--- src/hw/rtl/qgap_pkg.sv ---
// Shared types and constants for the quantized global average pool.
// Used by the interfaces, the front, queue, back and top-level modules.
package qgap_pkg;

  localparam int SAMPLE_W   = 8;
  localparam int SUM_W      = 32;
  localparam int CHANNELS_W = 11;
  localparam int KERNEL_W   = 25;
  localparam int SPATIAL_W  = 24;
  localparam int CHAN_OUT_W = 10;
  localparam int CFG_INDEX_W = 8;
  localparam int CFG_DATA_W = KERNEL_W;
  localparam int QUEUE_DEPTH = 2;
  localparam int DIV_STEPS  = SUM_W;

  localparam logic [KERNEL_W-1:0] KERNEL_LIMIT = KERNEL_W'(1 << SPATIAL_W);

  localparam logic [CFG_INDEX_W-1:0] REG_IS_SIGNED    = 8'd0;
  localparam logic [CFG_INDEX_W-1:0] REG_CHANNEL_LAST = 8'd1;
  localparam logic [CFG_INDEX_W-1:0] REG_CHANNELS     = 8'd2;
  localparam logic [CFG_INDEX_W-1:0] REG_SPATIAL_SIZE = 8'd3;

  typedef struct packed {
    logic                  is_signed;
    logic                  channel_last;
    logic [CHANNELS_W-1:0] nc;
    logic [KERNEL_W-1:0]   k;
  } cfg_t;

  typedef struct packed {
    logic [SUM_W-1:0]      sum;
    logic [CHAN_OUT_W-1:0] chan;
    logic                  image_done;
  } entry_t;

  typedef struct packed {
    logic room;
    logic nonempty;
  } queue_status_t;

endpackage

--- src/hw/rtl/qgap_queue.sv ---
// Short queue of finished channel sums between the front and the back part.
// Uses qgap_pkg for the entry type, depth and status struct.
module qgap_queue (
  input  logic                    clk,
  input  logic                    rst,
  input  logic                    push,
  input  qgap_pkg::entry_t        push_entry,
  input  logic                    pop,
  output qgap_pkg::entry_t        head,
  output qgap_pkg::queue_status_t status
);

  localparam int DEPTH = qgap_pkg::QUEUE_DEPTH;
  localparam int PW = (DEPTH > 1) ? $clog2(DEPTH) : 1;
  localparam int NW = $clog2(DEPTH + 1);

  qgap_pkg::entry_t entries [DEPTH];
  logic [PW-1:0]    rd_ptr;
  logic [PW-1:0]    wr_ptr;
  logic [NW-1:0]    count;

  assign head = entries[rd_ptr];
  assign status.room = count < NW'(DEPTH);
  assign status.nonempty = count != '0;

  always_ff @(posedge clk) begin
    if (rst) begin
      rd_ptr <= '0;
      wr_ptr <= '0;
      count <= '0;
    end else begin
      if (push) begin
        wr_ptr <= (wr_ptr == PW'(DEPTH - 1)) ? '0 : wr_ptr + PW'(1);
      end
      if (pop) begin
        rd_ptr <= (rd_ptr == PW'(DEPTH - 1)) ? '0 : rd_ptr + PW'(1);
      end
      if (push && !pop) begin
        count <= count + NW'(1);
      end else if (pop && !push) begin
        count <= count - NW'(1);
      end
    end
  end

  always_ff @(posedge clk) begin
    if (push) begin
      entries[wr_ptr] <= push_entry;
    end
  end

  a_no_overflow: assert property (@(posedge clk) disable iff (rst)
    push |-> (count < NW'(DEPTH)))
    else $error("Queue written while full.");

  a_no_underflow: assert property (@(posedge clk) disable iff (rst)
    pop |-> (count != '0))
    else $error("Queue read while empty.");

endmodule

--- config.mk ---
export PLATFORM = sky130hd
export DESIGN_NAME = qgap_queue
export DESIGN_NICKNAME = d
export VERILOG_FILES = /design/src/hw/rtl/qgap_pkg.sv /design/src/hw/rtl/qgap_queue.sv
export SDC_FILE = /design/constraint.sdc
export NUM_CORES = 1
export LEC_CHECK = 0
export BUFFER_PORTS_ARGS = -buffer_cell sky130_fd_sc_hd__buf_2
export CAP_MARGIN = 20
export CORE_MARGIN = 3
export CORE_UTILIZATION = 40
export CTS_BUF_LIST = sky130_fd_sc_hd__clkbuf_8
export DETAILED_ROUTE_END_ITERATION = 7
export MAX_ROUTING_LAYER = met4
export PLACE_DENSITY = 0.71
export RECOVER_POWER = 25
export SYNTH_ARGS = -nofsm -noshare
export SYNTH_HDL_FRONTEND = slang
export SYNTH_SLANG_ARGS = --single-unit
--- constraint.sdc ---
create_clock -name clk -period 9 [get_ports clk]
set_clock_uncertainty 0.15 [all_clocks]
set_input_delay 0.45 -clock clk [delete_from_list [all_inputs] [get_ports clk]]
set_output_delay 0.45 -clock clk [all_outputs]
set_load 0.01 [all_outputs]
; After elaboration in Yosys (flattened, before gate mapping)
; Memory sizes are Yosys's and may differ from the RTL's. A register that Yosys moved wholly into a read port is not among the register bits.
; Cells that the tools add are included.
[op_classes]
addsub = 4
order_cmp = 1
mux = 8
reduce_logical = 6
[op_table]
columns = cell, count
row1 = 2-to-1 mux 1 bit, 6
row2 = 2-to-1 mux 2 bit, 2
row3 = nonzero test 2 bit, 2
row4 = "adder 1 bit, second input constant", 2
row5 = "adder 2 x 1 -> 2 bit, second input constant", 1
row6 = logical AND 1 bit, 2
row7 = logical NOT 1 bit, 2
row8 = "< comparator 2 bit, second input constant", 1
row9 = "subtractor 2 x 1 -> 2 bit, second input constant", 1
[word_totals]
register_bits = 4
ram_bits = 86
in_bits = 47
out_inout_bits = 45
memories = 1
[mem_list]
columns = name, depth, width, read_ports, rd_ports_with_merged_regs, wr, line
row1 = entries, 2, 43, 1, 1, 1, qgap_queue.sv:17  ; qgap_pkg::entry_t entries [DEPTH];

; Depth between registers and ports, before layout
[logic_depth]
word_depth = 4
ltp_mapped = 5

; Worst setup path before layout
; Ideal clock, no wire load.
[synth_timing]
path_kind = input to register
start = input port push
end = memory entries[0][0] in the netlist's numbering (enable)
t_arrival_ns = 2.367
required_time_ns = 8.401
slack_ns = 6.034
cell_stages = 1
n_path_buf = 0
path_cell_list = nor2b_1
[synth_via]
elab_chain_cells = 2
[synth_lines]
columns = item, line
row1 = start: declaration, qgap_queue.sv:6  ; input logic push,
row2 = 2-to-1 mux 1 bit, qgap_queue.sv:47  ; if (push) begin
row3 = 2-to-1 mux 1 bit (implied by the code), qgap_queue.sv:48  ; entries[wr_ptr] <= push_entry;
row4 = end: declaration, qgap_queue.sv:17
; No other way between the ends.

==> flow_summary_export.csv <==
group,metric,value,unit
critical_path,cp.required,8400,ps
synthesis,netlist-cell-type-count,16,
cts,tritoncts,"built",
global_routing,antenna_found_initial,0,
timing,drv_slew,0,
timing,worst_pin_slew,1040,ps
placed_design,portBuffers,91,
flow_run,maxCapViolations,0,
synthesis,ys_warn_count,0,
outcome,status,"finished, final reports clean",
placed_design,dp_hpwl,3300,microns
cts,cts_buffers,9,
critical_path,cp-endpoint,"head[21]",
timing,hold_violations,0,
critical_path,crit_fanout,43,
route,final_antenna_net_count,0,
cts,postCtsSetupRepairBufs,0,
route,drt_pass1_iterations,4,
pwr,powerDensity,222,nW/um^2
pwr,vdd_drop_max,0.0911,mV
critical_path,r2r_slack,7170,ps
critical_path,criticalPathCategory,"flip-flop to output pin",
critical_path,r2r_start,"wr_ptr",
worst_hold_path,worstHoldPathType,"input port to flip-flop",
cts,htreeDepth,3,
route,vias,1655,
synthesis,yosys.area_share.simple,1.21,%
timing,maxSlewHeadroom,30.7,%
synthesis,synth.area.mux_share,14.6,%
critical_path,r2r_cells,1,
synthesis,syn_area,3320,sq um
synthesis,yosysTopAreaCell,"edfxtp_1",
timing,fin_crit,2550,ps
placed_design,pre_cts_ws,6760,ps
floorplanning,start_util,42.1,%
route,drc,0,
pwr,leakagePower,0.00153,uW
cts,clockRootBuffer,"clkbuf_8",
timing,whs,143,ps
floorplanning,die_w,97.1,microns
critical_path,startpoint_type,"flip-flop",
critical_path,critPathMaxStageDelay,1010,ps
floorplanning,fp.dieH,97.1,microns
cts,path_clk_slew,90,ps
synthesis,synth_nets,204,
cts,cts_hold_buf,0,
global_routing,grt_usage,12.0,%
route,wl_per_cell,14.7,microns
timing,timing.setup.tns,0,ps
global_routing,grt_pass1_wl,8490,microns
cts,cts_resized,0,
synthesis,syn-instance-count,156,
timing,setup_viol,0,
critical_path,r2r-end,"entries[1][31]",
timing,setup_ws,6450,ps
route,vias_per_cell,4.58,
global_routing,overflow,0,
cts,clkSinkCount,91,
synthesis,yosysMostFrequentCell,"edfxtp_1",
global_routing,grt_pass1_vias,1847,
final_layout,area_delta_synth_final,23.3,%
cts,clock_path_buffers,2,
critical_path,crit_path_cell_trace,"mux2_2 -> buf_2",
timing,rsz0062_at_grt,"no",
floorplanning,rows,32,
final_layout,drive_gt1_share,55.6,%
route,wl,5320,microns
cts,clk_latency,330,ps
synthesis,async_reset_ff_share,0,%
synthesis,yosysSeqAreaShare,80.8,%
synthesis,ys_ff_latch,91,
synthesis,synth_compound_area_share,0.301,%
timing,finalCritPeriodShare,28.4,%
global_routing,grt_max_degree,44,
critical_path,endpoint_kind,"output pin",
synthesis,synth_edf_count,86,
synthesis,synth-adder-area-share,0.377,%
critical_path,cpMaxStageDelayCell,"dfxtp_2",
synthesis,ys.flop_type,"edfxtp_1",
floorplanning,design.core.area,7890,sq um
synthesis,yosysTopAreaCellShare,77.7,%
synthesis,avgSynthCellArea,21.3,sq um
floorplanning,dieArea,9430,sq um
timing,fmax,0.392,GHz
critical_path,crit_arrival,1950,ps
synthesis,synthXorXnorAreaFrac,1.05,%
worst_hold_path,min-delay-start,"push_entry[1]",
synthesis,synth_area_leaders,"edfxtp_1, mux2_2, dfxtp_1, buf_6, xnor2_1",
floorplanning,io_pins,92,
synthesis,yosys-top-cells-count,"edfxtp_1, mux2_2, dfxtp_1",
synthesis,synth_top_family_by_area,"multiplexers",
final_layout,antenna_cells,0,
placed_design,globalplace.congestion,0.651,
final_layout,layout.nets,302,
route,drt_iter0_markers,54,
final_layout,nFillCells,672,
[report_power, final]
part,total [uW],switching (uW),internal (uW)
Sequential,506,13.8,493
Combinational,91.9,44.5,47.3
Clock,311,130,182
Total,910,188,722
[layout make-up]
| type | instances | area [sq um] | area share [%] |
|---|---|---|---|
| multi-input cells | 58 | 591 | 14.4 |
| flip-flops and latches | 91 | 2680 | 65.5 |
| clock inverters | 7 | 109 | 2.66 |
| repair buffers | 92 | 453 | 11.1 |
| well taps | 102 | 128 | 3.12 |
| inverters | 2 | 7.51 | 0.183 |
| clock buffers | 9 | 124 | 3.02 |
[worst min path at each step]
| stage | end | slack [ps] | cells past startpoint |
|---|---|---|---|
| 2_1_floorplan | count[1] | 310 | 2 |
| 3_3_place_gp | count[1] | 340 | 2 |
| 3_5_place_dp | count[1] | 340 | 2 |
| 4_1_cts | entries[0][5] | 120 | 1 |
| 5_1_grt | entries[0][18] | 120 | 1 |
| 6_report | entries[0][1] | 140 | 1 |
[worst max-delay path, delay by kind of cell, from the launching register on]
family | cells | cell delay, ps
mux | 1 | 430
flops | 1 | 1010
buf+inv | 1 | 140
[per-stage QoR]
step	instance area, sq um	power (uW)	instances	util (%)
floorplan	3320	570	156	-
global placement	3870	610	345	49.1
detailed placement	3870	611	345	49.1
CTS	4110	925	361	52.0
global route	4100	952	361	51.9
finish	4100	910	361	51.9
[layout by cell type (no fill, tap or decap)]
cell type,netlist,layout
or3_1,1,1
ha_1,1,1
xor2_1,2,2
clkbuf_8,0,9
dfxtp_2,0,1
o21ai_0,1,1
inv_1,2,4
nor2_1,4,4
clkinv_1,0,1
a21oi_1,1,1
nor2b_4,0,1
and2_2,0,1
xnor2_1,2,2
buf_2,1,83
clkinvlp_4,0,1
dfxtp_1,5,4
mux2_2,43,43
buf_4,0,1
or2_2,1,1
edfxtp_1,86,86
bufinv_16,0,3
clkbuf_1,0,8
[logic make-up (layout without fill, tap and decap cells)]
family                   Yosys count  after routing
AND/OR/NAND/NOR                    8              8
multiplexers                      43             43
flip-flops                        91             91
buffers and inverters              7            110
XOR/XNOR                           4              4
AO/OA/AOI/OAI                      2              2
adder cells (fa/ha/maj)            1              1
[per-layer routing]
| layer | global-route usage (%) | vias to the layer above | part of all wire, % |
|---|---|---|---|
| met3 | 3.16 | 9 | 5.4 |
| met4 | 5.83 | 0 | 1.6 |
| met2 | 20.3 | 56 | 51 |
| met5 | - | - | 0 |
| li1 | - | 800 | - |
| met1 | 13.0 | 790 | 42 |
[sequential cells by signal, summed over array words and instances, names as in the netlist, named ones only]
register	count
rd_ptr	1
wr_ptr	1
count	2
entries	86
No activity file was read; power rests on OpenSTA's default activity.
