File: src/hw/rtl/qgap_pkg.sv
// Shared types and constants for the quantized global average pool.
// Used by the interfaces, the front, queue, back and top-level modules.
package qgap_pkg;

  localparam int SAMPLE_W   = 8;
  localparam int SUM_W      = 32;
  localparam int CHANNELS_W = 11;
  localparam int KERNEL_W   = 25;
  localparam int SPATIAL_W  = 24;
  localparam int CHAN_OUT_W = 10;
  localparam int CFG_INDEX_W = 8;
  localparam int CFG_DATA_W = KERNEL_W;
  localparam int QUEUE_DEPTH = 2;
  localparam int DIV_STEPS  = SUM_W;

  localparam logic [KERNEL_W-1:0] KERNEL_LIMIT = KERNEL_W'(1 << SPATIAL_W);

  localparam logic [CFG_INDEX_W-1:0] REG_IS_SIGNED    = 8'd0;
  localparam logic [CFG_INDEX_W-1:0] REG_CHANNEL_LAST = 8'd1;
  localparam logic [CFG_INDEX_W-1:0] REG_CHANNELS     = 8'd2;
  localparam logic [CFG_INDEX_W-1:0] REG_SPATIAL_SIZE = 8'd3;

  typedef struct packed {
    logic                  is_signed;
    logic                  channel_last;
    logic [CHANNELS_W-1:0] nc;
    logic [KERNEL_W-1:0]   k;
  } cfg_t;

  typedef struct packed {
    logic [SUM_W-1:0]      sum;
    logic [CHAN_OUT_W-1:0] chan;
    logic                  image_done;
  } entry_t;

  typedef struct packed {
    logic room;
    logic nonempty;
  } queue_status_t;

endpackage

File: src/hw/rtl/qgap_result_if.sv
// Output channel carrying one channel average per item.
// Depends on qgap_pkg for the field widths.
interface qgap_result_if;
  logic                            valid;
  logic                            ready;
  logic [qgap_pkg::SAMPLE_W-1:0]   average;
  logic [qgap_pkg::CHAN_OUT_W-1:0] channel_index;
  logic                            image_done;
  modport source (output valid, output average, output channel_index, output image_done,
                  input ready);
  modport sink (input valid, input average, input channel_index, input image_done,
                output ready);
endinterface

File: src/hw/rtl/qgap_back.sv
// Back part: divides each queued sum by the kernel size, one quotient bit per cycle.
// Uses qgap_pkg and qgap_result_if; holds the result in an output register.
module qgap_back (
  input  logic             clk,
  input  logic             rst,
  input  qgap_pkg::cfg_t   cfg,
  input  logic             head_valid,
  input  qgap_pkg::entry_t head,
  output logic             pop,
  qgap_result_if.source    results
);

  localparam int SW = qgap_pkg::SUM_W;
  localparam int KW = qgap_pkg::KERNEL_W;
  localparam int STW = $clog2(qgap_pkg::DIV_STEPS);

  localparam logic [1:0] B_IDLE = 2'd0;
  localparam logic [1:0] B_DIV  = 2'd1;
  localparam logic [1:0] B_DONE = 2'd2;

  logic [1:0]                       state;
  logic [SW-1:0]                    dividend;
  logic [KW-1:0]                    rem;
  logic [STW-1:0]                   step;
  logic                             neg;
  logic [qgap_pkg::CHAN_OUT_W-1:0]  chan;
  logic                             done;

  logic [KW:0] trial;
  logic        qbit;
  logic        out_free;

  assign pop = (state == B_IDLE) && head_valid;
  assign trial = {rem, dividend[SW-1]};
  assign qbit = trial >= {1'b0, cfg.k};
  assign out_free = !results.valid || results.ready;

  always_ff @(posedge clk) begin
    if (rst) begin
      state <= B_IDLE;
      results.valid <= 1'b0;
    end else begin
      if (results.valid && results.ready && (state != B_DONE)) begin
        results.valid <= 1'b0;
      end
      case (state)
        B_IDLE: begin
          if (pop) begin
            state <= B_DIV;
          end
        end
        B_DIV: begin
          if (step == STW'(qgap_pkg::DIV_STEPS - 1)) begin
            state <= B_DONE;
          end
        end
        B_DONE: begin
          if (out_free) begin
            results.valid <= 1'b1;
            state <= B_IDLE;
          end
        end
        default: state <= B_IDLE;
      endcase
    end
  end

  always_ff @(posedge clk) begin
    case (state)
      B_IDLE: begin
        if (pop) begin
          neg <= cfg.is_signed && head.sum[SW-1];
          dividend <= (cfg.is_signed && head.sum[SW-1]) ? (~head.sum + 32'd1) : head.sum;
          rem <= '0;
          step <= '0;
          chan <= head.chan;
          done <= head.image_done;
        end
      end
      B_DIV: begin
        rem <= qbit ? KW'(trial - {1'b0, cfg.k}) : trial[KW-1:0];
        dividend <= {dividend[SW-2:0], qbit};
        step <= step + STW'(1);
      end
      B_DONE: begin
        if (out_free) begin
          results.average <= neg ? (~dividend[7:0] + 8'd1) : dividend[7:0];
          results.channel_index <= chan;
          results.image_done <= done;
        end
      end
      default: begin
      end
    endcase
  end

endmodule

File: src/flat_wrapper.sv
// flat-port wrapper written by rule: the top's interface ports become plain ports
module qgap_back_flat 
  (clk, rst, cfg, head_valid, head, pop, results_valid, results_average, results_channel_index, results_image_done, results_ready);
  qgap_result_if results_i ();
  input  logic clk;
  input  logic rst;
  input  qgap_pkg::cfg_t cfg;
  input  logic head_valid;
  input  qgap_pkg::entry_t head;
  output logic pop;
  output wire logic [$bits(results_i.valid)-1:0] results_valid;
  output wire logic [$bits(results_i.average)-1:0] results_average;
  output wire logic [$bits(results_i.channel_index)-1:0] results_channel_index;
  output wire logic [$bits(results_i.image_done)-1:0] results_image_done;
  input wire logic [$bits(results_i.ready)-1:0] results_ready;
  assign results_valid = results_i.valid;
  assign results_average = results_i.average;
  assign results_channel_index = results_i.channel_index;
  assign results_image_done = results_i.image_done;
  assign results_i.ready = results_ready;
  qgap_back u_core (.clk(clk), .rst(rst), .cfg(cfg), .head_valid(head_valid), .head(head), .pop(pop), .results(results_i));
endmodule
File: config.mk
export PLATFORM = sky130hd
export DESIGN_NAME = qgap_back_flat
export DESIGN_NICKNAME = d
export VERILOG_FILES = /design/src/hw/rtl/qgap_pkg.sv /design/src/hw/rtl/qgap_result_if.sv /design/src/hw/rtl/qgap_back.sv /design/src/flat_wrapper.sv
export SDC_FILE = /design/constraint.sdc
export NUM_CORES = 1
export LEC_CHECK = 0
export BUFFER_PORTS_ARGS = -buffer_cell sky130_fd_sc_hd__buf_2
export CAP_MARGIN = 20
export CORE_AREA = 2 2 78 136
export CTS_CLUSTER_DIAMETER = 50
export DETAILED_ROUTE_END_ITERATION = 6
export DIE_AREA = 0 0 80 138
export GPL_TIMING_DRIVEN = 0
export PLACE_DENSITY_LB_ADDON = 0.2
export SLEW_MARGIN = 40
export SYNTH_ARGS = -nofsm -noshare
export SYNTH_HDL_FRONTEND = slang
export SYNTH_SLANG_ARGS = --single-unit
File: constraint.sdc
create_clock -name clk -period 5.35 [get_ports clk]
set_input_delay 0.8025 -clock clk [delete_from_list [all_inputs] [get_ports clk]]
set_output_delay 0.8025 -clock clk [all_outputs]
set_load 0.05 [all_outputs]
### Word level (Yosys, flattened, before mapping)

Index checks and enable logic that the tools add are counted.

| cells by class | value |
|---|---|
| add/subtract/negate cells | 4 |
| magnitude comparators | 1 |
| eq/ne operators | 7 |
| mux-type cells | 16 |
| bitwise logic cells | 2 |
| reductions and logical operators | 12 |

Operator list:

| kind | number |
|---|---|
| 32-bit two-way mux | 2 |
| 32-bit case mux with 2 select lines | 1 |
| 25-bit two-way mux | 2 |
| 25-bit case mux with 2 select lines | 1 |
| 32-bit by 1-bit adder with 32-bit output (second input constant) | 1 |
| 32-bit NOT | 1 |
| 26-bit by 25-bit >= comparator with 1-bit output | 1 |
| 25-bit subtractor | 1 |
| 5-bit case mux with 2 select lines | 1 |
| 8-bit by 1-bit adder with 8-bit output (second input constant) | 1 |
| 8-bit two-way mux | 1 |
| 8-bit NOT | 1 |
| 2-bit two-way mux | 3 |
| 2-bit case mux with 3 select lines | 1 |
| 2-bit AND reduction | 3 |
| 5-bit by 1-bit adder with 5-bit output (second input constant) | 1 |
| 5-bit equality test (second input constant) | 1 |
| 5-bit two-way mux | 1 |
| 1-bit logical AND | 4 |
| 2-bit by 1-bit != test with 1-bit output (second input constant) | 2 |
| 2-bit != test (second input constant) | 2 |
| 1-bit two-way mux | 3 |
| 3-bit AND reduction | 1 |
| 2-bit by 1-bit equality test with 1-bit output (second input constant) | 1 |
| 5 further kinds | 5 |

| storage, ports and cells | value |
|---|---|
| register bits | 96 |
| input bits | 85 |
| output and inout bits | 21 |
| logic and storage cells | 53 |

### Logic depth before layout (Yosys ltp)

Gate-level depths: netlist (run 1).

| logic depth | value |
|---|---|
| word-level depth | 5 |
| gate-level depth with buffers | 14 |
| gate-level depth less buffers | 12 |

### Worst setup path before layout (run 1)

Ideal clock, no wire load.

| timing path | value |
|---|---|
| path kind | input to register |
| start | in cfg[0] (netlist name) |
| end | reg u_core.rem[21] (data pin) |
| setup time | 275 ps |
| data arrival time | 2911 ps |
| data required time | 5075 ps |
| path slack | 2163 ps |
| stages | 13 |
| buffers on the path | 2 |
| path through | ha_1 > inv_1 > fa_1 > a21oi_1 > o21ai_1 > a21boi_1 > nor2_1 > a221oi_4 > o211ai_2 > buf_6 > buf_6 > o21ai_1 > a21oi_1 |

| between the ends | value |
|---|---|
| cells in the longest elaborated chain, start to end | 3 |
| elaborated cells on any way between the ends | 4 |
| classes of those cells | add/sub (1); order compare (1); mux (2) |

RTL lines:

| what | line | RTL |
|---|---|---|
| from (decl) | flat_wrapper.sv:7 | `input qgap_pkg::cfg_t cfg;` |
| 25-bit subtractor / 26-bit by 25-bit >= comparator with 1-bit output (equally long branches) | qgap_back.sv:81, qgap_back.sv:35 |  |
| 25-bit two-way mux * | qgap_back.sv:81 | `rem <= qbit ? KW'(trial - {1'b0, cfg.k}) : trial[KW-1:0];` |
| 25-bit case mux with 2 select lines * | qgap_back.sv:69 | `case (state)` |
| to (signal assigned) | qgap_back.sv:81 |  |
| to (decl) | qgap_back.sv:23 | `logic [KW-1:0] rem;` |

Every way passes the cells marked *; elsewhere a longest branch is shown, timed or not.
A chain may end at the register's enable or synchronous reset.

### Worst setup path in the final report (run 1)

Ends and elaborated chain as after synthesis.

==> results.cfg, run 1 <==
[worst_setup_path]
timing.rr.start = u_core.dividend[31]
critPathMaxFanout = 10
reg2reg_setup_slack_ps = 1930
path_class = primary input to register
crit_path_end_kind = register
worstReg2RegEnd = u_core.rem[21]
worstSetupStartpointType = primary input
worstPathCellList = buf_2, ha_1, inv_1, fa_1, a21oi_1, o21ai_1, a21boi_1, nor2_1, a221oi_4, o211ai_2, buf_6, buf_6, o21ai_1, a21oi_1
rr_worst_depth = 14
max_stage_delay_ps = 430
crit_required_ps = 5420
crit_slowest_cell = a221oi_4
worstPathArrival_ps = 3570

[grt]
grt_pass1_vias = 4783
grt_pass1_wl_mm = 22.07
gr-usage-all-layers_pct = 25.40
grt_start_max_net_pins = 41
antenna_found_initial = 0
gr-total-overflow = 0

[clocking]
cts_hold_buf = 0
path_clk_slew_ps = 80
post_cts_resized = 0
clk_path_buf_depth = 2
cts_buffers = 9
clock_sink_count = 96
cts_root_buffer = clkbuf_16
insertion_delay_ps = 350
h-tree-depth = 3
cts_tree = done
cts_setup_buffers = 0

[route]
met1Wirelength_mm = 5.084
wl_met3_microns = 604
drtAntennaViolNets = 0
viasPerCell = 5.757
num_vias = 4715
post_drt_wl_per_cell_microns = 16.49
drt_iter0_drc = 225
first_pass_iters = 5
post-route-drc-count = 0
wirelength_mm = 13.51
dr_wl_met2_mm = 7.371
topRoutingLayerUsed = met4

[power]
p_sw_share_pct = 32.53
clockPowerShare_pct = 28.6
p_leak_nw = 2.853
power_frac_comb_pct = 28.4
p_seq_share_pct = 43.0
p_int_mw = 1.528
vdd_ir_drop_max_mv = 0.3179
switching_power_uw = 736.7
powerDensity_nw_per_um2 = 327.5

[floorplanning]
start_util_pct = 59.26
rows = 49
ios = 106
fp.dieArea_sq_um = 11040
chipHeight_microns = 138
die_w_microns = 80
core_area_sq_um = 10050

[synthesis]
synthFlopType = edfxtp_1
synthDistinctLibCells = 61
ys_warn_count = 0
synth_edf_count = 93
syn_area_per_cell_sq_um = 10.24
async_flop_share_pct = 0
synth_cells = 582
syn_nets = 697
ys_seq_area_share_pct = 47.88
ys_ff_latch = 96
syn_area_sq_um = 5958

[run]
drv_cap = 0

[final_layout]
nNetsFinal = 802
fin_cells = 819
drive_above_1_share_pct = 18.79
area_growth_pct = 16.06
fillerInstances = 822
stdcell_area_sq_um = 6915
n_antenna_cell = 0

[status]
status = finished, final reports clean

[place]
placed_area_sq_um = 6618
dp.final_hpwl_mm = 10.15
dp_cells = 803
gp_congestion = 0.9134
numPortBuffers = 93

[worst_hold_path]
hold_path.class = register to register
min_path_cells = 0
hold_end = u_core.results.channel_index[8]
min_from = u_core.chan[8]

[sta]
setup_viol = 0
slew_violations = 0
fin_setup_tns_ps = 0
skew_ps = 8.477
rsz0062_at_grt = false
fin_crit_sh_pct = 65.28
worstMarginPinSlew_ps = 684.9
maxSlewHeadroom_pct = 54.34
finalCriticalPeriod_ps = 3492
max_freq_mhz = 286.3
hold_violations = 0
-- cell type report --
class                           count  area [sq um]  area share (%)
Inverter                           41         153.9           2.225
Sequential cell                    96          2853           41.25
Buffer                             18         83.83           1.212
Tap cell                          127         158.9           2.298
Timing Repair Buffer               94         485.5           7.020
Clock buffer                        9         225.2           3.257
Clock inverter                      7         72.57           1.049
Multi-Input combinational cell    427          2883           41.69
-- per-layer routing --
| layer | up-vias | GRT usage (%) |
|---|---|---|
| met5 | - | 0 |
| met4 | 0 | 11.69 |
| met3 | 38 | 4.830 |
| met2 | 137 | 45.92 |
| met1 | 2203 | 27.81 |
| li1 | 2337 | - |
-- cell usage in the layout (no fill, tap or decap), types with 4 or more instances in the layout --
master,count
nor2_1,53
nand3_1,10
a211oi_2,4
clkbuf_16,9
o21ai_0,35
nor2b_1,4
xnor2_1,36
nand2_1,60
xor2_1,19
inv_1,41
buf_2,94
nand4_1,4
clkbuf_1,13
a21o_1,5
ha_1,29
a31oi_1,7
o21bai_1,5
edfxtp_1,93
o21a_1,4
nor3_1,11
nand2b_1,9
o31ai_1,8
o2111ai_1,4
a21oi_1,37
mux2i_1,18
and3_1,5
o21ai_1,9
-- flip-flops by register name (all words and copies together) (netlist names) --
register                      count
u_core.dividend                  32
u_core.rem                       25
u_core.chan                      10
u_core.results.channel_index     10
u_core.results.average            8
u_core.step                       5
u_core.state                      2
u_core.done                       1
u_core.neg                        1
u_core.results.image_done         1
u_core.results.valid              1
-- cell usage after synthesis, types with 5 or more instances --
cell type | count | area, sq um
a21oi_1 | 37 | 185.2
nor2_1 | 53 | 198.9
ha_1 | 29 | 362.9
o21ai_1 | 9 | 45.04
edfxtp_1 | 93 | 2793
xor2_1 | 19 | 166.4
nand2_1 | 61 | 229.0
nor3_1 | 11 | 55.05
o31ai_1 | 8 | 60.06
a31oi_1 | 7 | 43.79
and3_1 | 5 | 31.28
o21ai_0 | 35 | 175.2
o21bai_1 | 5 | 37.54
nor2b_1 | 5 | 31.28
nand3_1 | 10 | 50.05
inv_1 | 41 | 153.9
a21o_1 | 5 | 37.54
nand2b_1 | 9 | 56.30
xnor2_1 | 36 | 315.3
clkbuf_1 | 13 | 48.80
mux2i_1 | 18 | 180.2
-- per-stage QoR --
stage                     power [mW]  setup slack, ps  hold slack (ps)  utilization [%]
final                          2.265             1858            422.4            68.78
after global routing           2.376             1616            430.9            68.78
after CTS                      2.266             1893            422.1            68.78
after detailed placement       1.624             1513            404.5            65.82
after global placement         1.600             1568            400.7            65.47
after floorplan                1.453             2163            400.3                -
-- power by group through the flow --
stage / logic (mW) / registers (mW) / clock network [mW]
global placement: 0.610 / 0.990 / 0
floorplan: 0.475 / 0.978 / 0
finish: 0.642 / 0.975 / 0.648
detailed placement: 0.633 / 0.991 / 0
CTS: 0.638 / 0.975 / 0.653
global route: 0.711 / 0.984 / 0.681
-- cells by family after synthesis --
group / after synthesis / synth area share [%]
adder cells (fa/ha/maj): 30 / 6.426
AO/OA/AOI/OAI: 144 / 16.17
flip-flops: 96 / 47.88
AND/OR/NAND/NOR: 179 / 14.24
XOR/XNOR: 55 / 8.085
multiplexers: 19 / 3.213
buffers and inverters: 59 / 3.990
-- critical path, delay by kind of cell --
kind                       cells  cell delay [ps]
AOI/OAI and AO/OA              7             1470
adders and majority gates      2              580
buffers and inverters          4              550
and+or+nand+nor                1              170
-- worst max path at each step --
stage	to	from
CTS	u_core.rem[21]	cfg[0]
floorplan	u_core.rem[21]	cfg[0]
global route	u_core.rem[21]	cfg[0]
detailed placement	u_core.rem[21]	cfg[0]
global placement	u_core.rem[21]	cfg[0]
finish	u_core.rem[21]	cfg[0]
No activity file was read; power rests on OpenSTA's default activity.
==> inputs of run 2 (changes only) <==
- CORE_AREA: 2 2 78 136 -> 2 2 81 141
- DIE_AREA: 0 0 80 138 -> 0 0 83 143
- clock period: 5.35 -> 3.6 ns (I/O delays scaled with it)
==> run 2 against run 1 <==
  * Sequential cell count unchanged
  * Critical path depth unchanged
  * Register-to-register slack got worse by 1600 ps
  * Worst setup slack got worse by 1500 ps
  * Worst hold slack got worse by 63 ps
  * Final cell count increased by 0.49%
  * Global-route usage decreased by 2.4 points
  * Clock-buffer cell count unchanged
  * Utilization decreased by 4.1 points
  * Via count increased by 1.7%
  * Clock skew increased by 2.7 ps
  * Sequential share of layout area decreased by 0.052 points
  * Critical endpoint unchanged
  * Highest routed layer unchanged
==> results.cfg, run 2 (synthesis results as in run 1) <==
[final_layout]
layout_common_cells = buf_2 (94), edfxtp_1 (93), nand2_1 (60)
drive_above_1_share_pct = 18.90
largest_register_ffs = 32
multiInputGateArea_sq_um = 2883
fillerInstances = 883
top_regs = u_core.dividend x32, u_core.rem x25
layout_commonest_cell = buf_2
area_growth_pct = 16.21
ff_latch_area_sq_um = 2853
regMostFlops = u_core.dividend
nNetsFinal = 803
n_antenna_cell = 0

[power]
vdd_ir_drop_max_mv = 0.3277
powerDensity_nw_per_um2 = 486.4
p_leak_nw = 2.859

[floorplanning]
die_w_microns = 83
rows = 50
fp.dieArea_sq_um = 11870
core_area_sq_um = 10700
ios = 106
start_util_pct = 55.70
chipHeight_microns = 143

[clocking]
cts_buffers = 9
h-tree-depth = 3
clk_path_buf_depth = 2
path_clk_slew_ps = 70
insertion_delay_ps = 350
post_cts_resized = 0
clock_sink_count = 96
cts_tree = done
cts_root_buffer = clkbuf_16

[worst_setup_path]
critPathMaxFanout = 10
crit_slowest_cell = edfxtp_1
path_class = register to register
cp_num_buf_inv = 4
crit_family = compound AO/OA/AOI/OAI gates
worstPathArrival_ps = 3300
worstSetupStartpointType = register
crit_required_ps = 3670
max_stage_delay_ps = 410
crit_path_end_kind = register
worstPathCellList = inv_1, ha_1, inv_1, fa_1, a21oi_1, o21ai_1, a21boi_1, nor2_1, a221oi_4, o211ai_2, buf_6, buf_6, o21ai_1, a21oi_1

[grt]
grt_pass1_vias = 4856
grt_start_max_net_pins = 41
gr-total-overflow = 0
antenna_found_initial = 0
grt_pass1_wl_mm = 21.99
gr-usage-all-layers_pct = 23.01

[route]
post_drt_wl_per_cell_microns = 16.72
post-route-drc-count = 0
viasPerCell = 5.829
wirelength_mm = 13.76
num_vias = 4797
drtAntennaViolNets = 0
first_pass_iters = 5
drt_iter0_drc = 300

[place]
gp_congestion = 0.8950
numPortBuffers = 93
dp.final_hpwl_mm = 10.37

[sta]
maxSlewHeadroom_pct = 54.59
slew_violations = 0
holdWs_ps = 359.7
rsz0062_at_grt = false
worstMarginPinSlew_ps = 681.1
setup_viol = 0
fin_setup_tns_ps = 0
max_freq_mhz = 308.8
skew_ps = 11.13
fin_crit_sh_pct = 89.95
hold_violations = 0
finalCriticalPeriod_ps = 3238

[status]
status = finished, final reports clean

[worst_hold_path]
hold_path.class = primary input to register

[run]
drv_cap = 0
-- run 2: worst paths after layout --
check,slack [ps],to,cells past startpoint,from
worst min register to register,420,u_core.results.channel_index[7],0,u_core.chan[7]
worst max register to register,360,u_core.rem[21],14,u_core.dividend[31]
worst max-delay path,360,u_core.rem[21],14,u_core.dividend[31]
worst min-delay path,360,u_core.chan[4],1,head[5]
-- run 2: cell type report --
| type | instances | area share, % |
|---|---|---|
| buffer | 18 | 1.211 |
| clock buffer | 9 | 3.253 |
| clock inverter | 7 | 1.012 |
| inverter | 41 | 2.223 |
| multi-input combinational | 427 | 41.63 |
| sequential | 96 | 41.20 |
| tap | 130 | 2.349 |
| timing repair buffer | 95 | 7.120 |
-- run 2: stage by stage --
step	worst slack, ps	utilization (%)	power [mW]	cell area, sq um	cells
after CTS	260.0	64.66	3.362	6917	822
after detailed placement	102.2	61.89	2.412	6621	806
after floorplan	675.8	-	2.160	5958	582
after global routing	117.0	64.73	3.525	6924	823
final	361.9	64.73	3.368	6924	823
after global placement	67.01	61.57	2.380	6586	805
-- run 2: routing by layer --
| metal | wire length [microns] | vias to the layer above | GRT usage, % |
|---|---|---|---|
| met1 | 5030 | 2275 | 23.59 |
| li1 | - | 2341 | - |
| met2 | 7747 | 147 | 45.42 |
| met3 | 530 | 34 | 3.410 |
| met4 | 449 | 0 | 10.01 |
| met5 | 0 | - | 0 |
-- run 2: worst reg2reg max path, stage by stage, from the launching register on --
cell and delay, ps:
edfxtp_1 410, inv_1 80, ha_1 160, inv_1 50, fa_1 400, a21oi_1 250
o21ai_1 140, a21boi_1 220, nor2_1 160, a221oi_4 320, o211ai_2 190, buf_6 230
buf_6 160, o21ai_1 100, a21oi_1 90
-- run 2: power by group --
part / switching (mW) / internal [mW]
Clock: 0.468 / 0.494
Combinational: 0.560 / 0.398
Sequential: 0.0635 / 1.38
-- run 2: timing repair --
item	in CTS	in global routing
setup endpoints to repair	0	2
setup buffers	0	1
hold buffers	0	0
==> inputs of run 3 (changes only) <==
- clock period: 3.6 -> 3.3 ns (I/O delays scaled with it)
==> run 3 against run 2 <==
  * Power grew 9.1%
  * Largest power group unchanged
  * Register-to-register slack lost 260 ps
  * Sequential power up 9%
  * Clock-buffer cell count unchanged
  * Worst hold slack worse by 42 ps
  * Final cell count unchanged
  * Fmax is 1.3% higher
==> results.cfg, run 3 (synthesis results as in run 1) <==
[sta]
rsz0062_at_grt = false
fin_crit_sh_pct = 96.84
worstMarginPinSlew_ps = 671.4
finalCriticalPeriod_ps = 3196
skew_ps = 12.33
slew_violations = 0
setup_viol = 0
max_freq_mhz = 312.9
hold_violations = 0
holdWs_ps = 317.9
maxSlewHeadroom_pct = 55.24

[run]
drv_cap = 0

[final_layout]
n_antenna_cell = 0
stdcell_area_sq_um = 6939
top_regs = u_core.dividend x32, u_core.rem x25
regMostFlops = u_core.dividend
area_growth_pct = 16.46
utilization_pct = 64.87
largest_register_ffs = 32
drive_above_1_share_pct = 19.34
nNetsFinal = 803
layout_common_cells = buf_2 (93), edfxtp_1 (93), nand2_1 (60)

[worst_hold_path]
min_path_cells = 1
hold_path.class = primary input to register
hold_end = u_core.chan[4]
min_from = head[5]

[worst_setup_path]
path_class = register to register
cp_num_cells = 11
worstPathArrival_ps = 3270
rr_worst_depth = 11
worstPathCellList = ha_1, clkbuf_1, nand2_1, nor2_1, nand4_1, nor4_1, o31ai_2, o211ai_2, clkbuf_4, mux2i_1, nor2_1
crit_required_ps = 3370
timing.rr.start = u_core.rem[20]
worstReg2RegEnd = u_core.rem[11]
crit_family = simple AND/OR/NAND/NOR gates
worstSetupStartpointType = register
cp_num_buf_inv = 2
crit_slowest_cell = edfxtp_1
max_stage_delay_ps = 420
crit_path_end_kind = register
reg2reg_setup_slack_ps = 100
cpMostUsedCell = nor2_1
critPathMaxFanout = 10

[clocking]
insertion_delay_ps = 350
h-tree-depth = 3
cts_tree = done
clk_path_buf_depth = 2
cts_buffers = 9
cts_root_buffer = clkbuf_16
path_clk_slew_ps = 70
clock_sink_count = 96
cts_hold_buf = 0

[power]
vdd_ir_drop_max_mv = 0.3534
powerDensity_nw_per_um2 = 529.7
p_leak_nw = 2.859
p_int_mw = 2.488
total_power_mw = 3.676
p_seq_share_pct = 43.0
clockPowerShare_pct = 28.4
p_sw_share_pct = 32.33
power_frac_comb_pct = 28.7
switching_power_mw = 1.188

[route]
drt_iter0_drc = 333
wirelength_mm = 13.73
post-route-drc-count = 0
drtAntennaViolNets = 0
first_pass_iters = 6
viasPerCell = 5.800
post_drt_wl_per_cell_microns = 16.68
num_vias = 4773

[grt]
antenna_found_initial = 0
gr-usage-all-layers_pct = 23.05
grt_pass1_vias = 4866
gr-total-overflow = 0
grt_pass1_wl_mm = 22.02
grt_start_max_net_pins = 41

[floorplanning]
die_w_microns = 83
ios = 106
chipHeight_microns = 143
start_util_pct = 55.70
fp.dieArea_sq_um = 11870
core_area_sq_um = 10700
rows = 50

[place]
gp_congestion = 0.8950
numPortBuffers = 93
dp.final_hpwl_mm = 10.37
placed_area_sq_um = 6621

[status]
status = finished, final reports clean
==> run 3: cell type report <==
type	count	area [sq um]
repair buffers	95	493.0
fillers	881	3759
flip-flops and latches	96	2853
multi-input cells	427	2895
clock inverters	7	70.07
plain buffers	18	86.33
inverters	41	153.9
clock buffers	9	225.2
well taps	130	162.7
==> run 3: power groups by stage <==
stage / Clock [mW] / Combinational, mW / Sequential, mW
2_1_floorplan: 0 / 0.771 / 1.59
4_1_cts: 1.05 / 1.04 / 1.58
5_1_grt: 1.10 / 1.16 / 1.59
3_3_place_gp: 0 / 0.990 / 1.61
6_report: 1.04 / 1.05 / 1.58
3_5_place_dp: 0 / 1.03 / 1.61
==> run 3: worst max-delay path by stage <==
| stage | from | end |
|---|---|---|
| after detailed placement | cfg[0] | u_core.rem[11] |
| after floorplan | cfg[0] | u_core.rem[21] |
| after global placement | u_core.state[1] | u_core.rem[8] |
| after CTS | u_core.dividend[31] | u_core.rem[21] |
| final | u_core.rem[20] | u_core.rem[11] |
| after global routing | u_core.rem[20] | u_core.rem[11] |
==> run 3: worst register-to-register path: stages, from the launching register on <==
cell and delay (ps):
edfxtp_1 420, ha_1 290, clkbuf_1 290, nand2_1 130, nor2_1 270, nand4_1 170
nor4_1 380, o31ai_2 170, o211ai_2 150, clkbuf_4 330, mux2i_1 260, nor2_1 60
==> run 3: what timing repair did <==
item / CTS / global route
setup buffers: 1 / 0
hold endpoints to repair: 0 / 0
resized for setup: 0 / 4
endpoints found under the setup margin: 9 / 22
cloned: 0 / 0
pin swaps: 1 / 0
==> run 3: routing by layer <==
metal  GRT usage [%]  part of all wire (%)
met2           45.46                    57
met4           10.01                   2.4
met5               0                     0
met3           3.410                   3.9
met1           23.67                    37
==> run 3: per-stage QoR <==
step | std cells | worst slack, ps | setup TNS [ps]
after floorplan | 582 | 420.8 | 0
after global placement | 805 | -213.0 | -15130
after detailed placement | 806 | -152.8 | -2044
after CTS | 823 | 114.1 | 0
after global routing | 823 | 4.354 | 0
final | 823 | 104.2 | 0
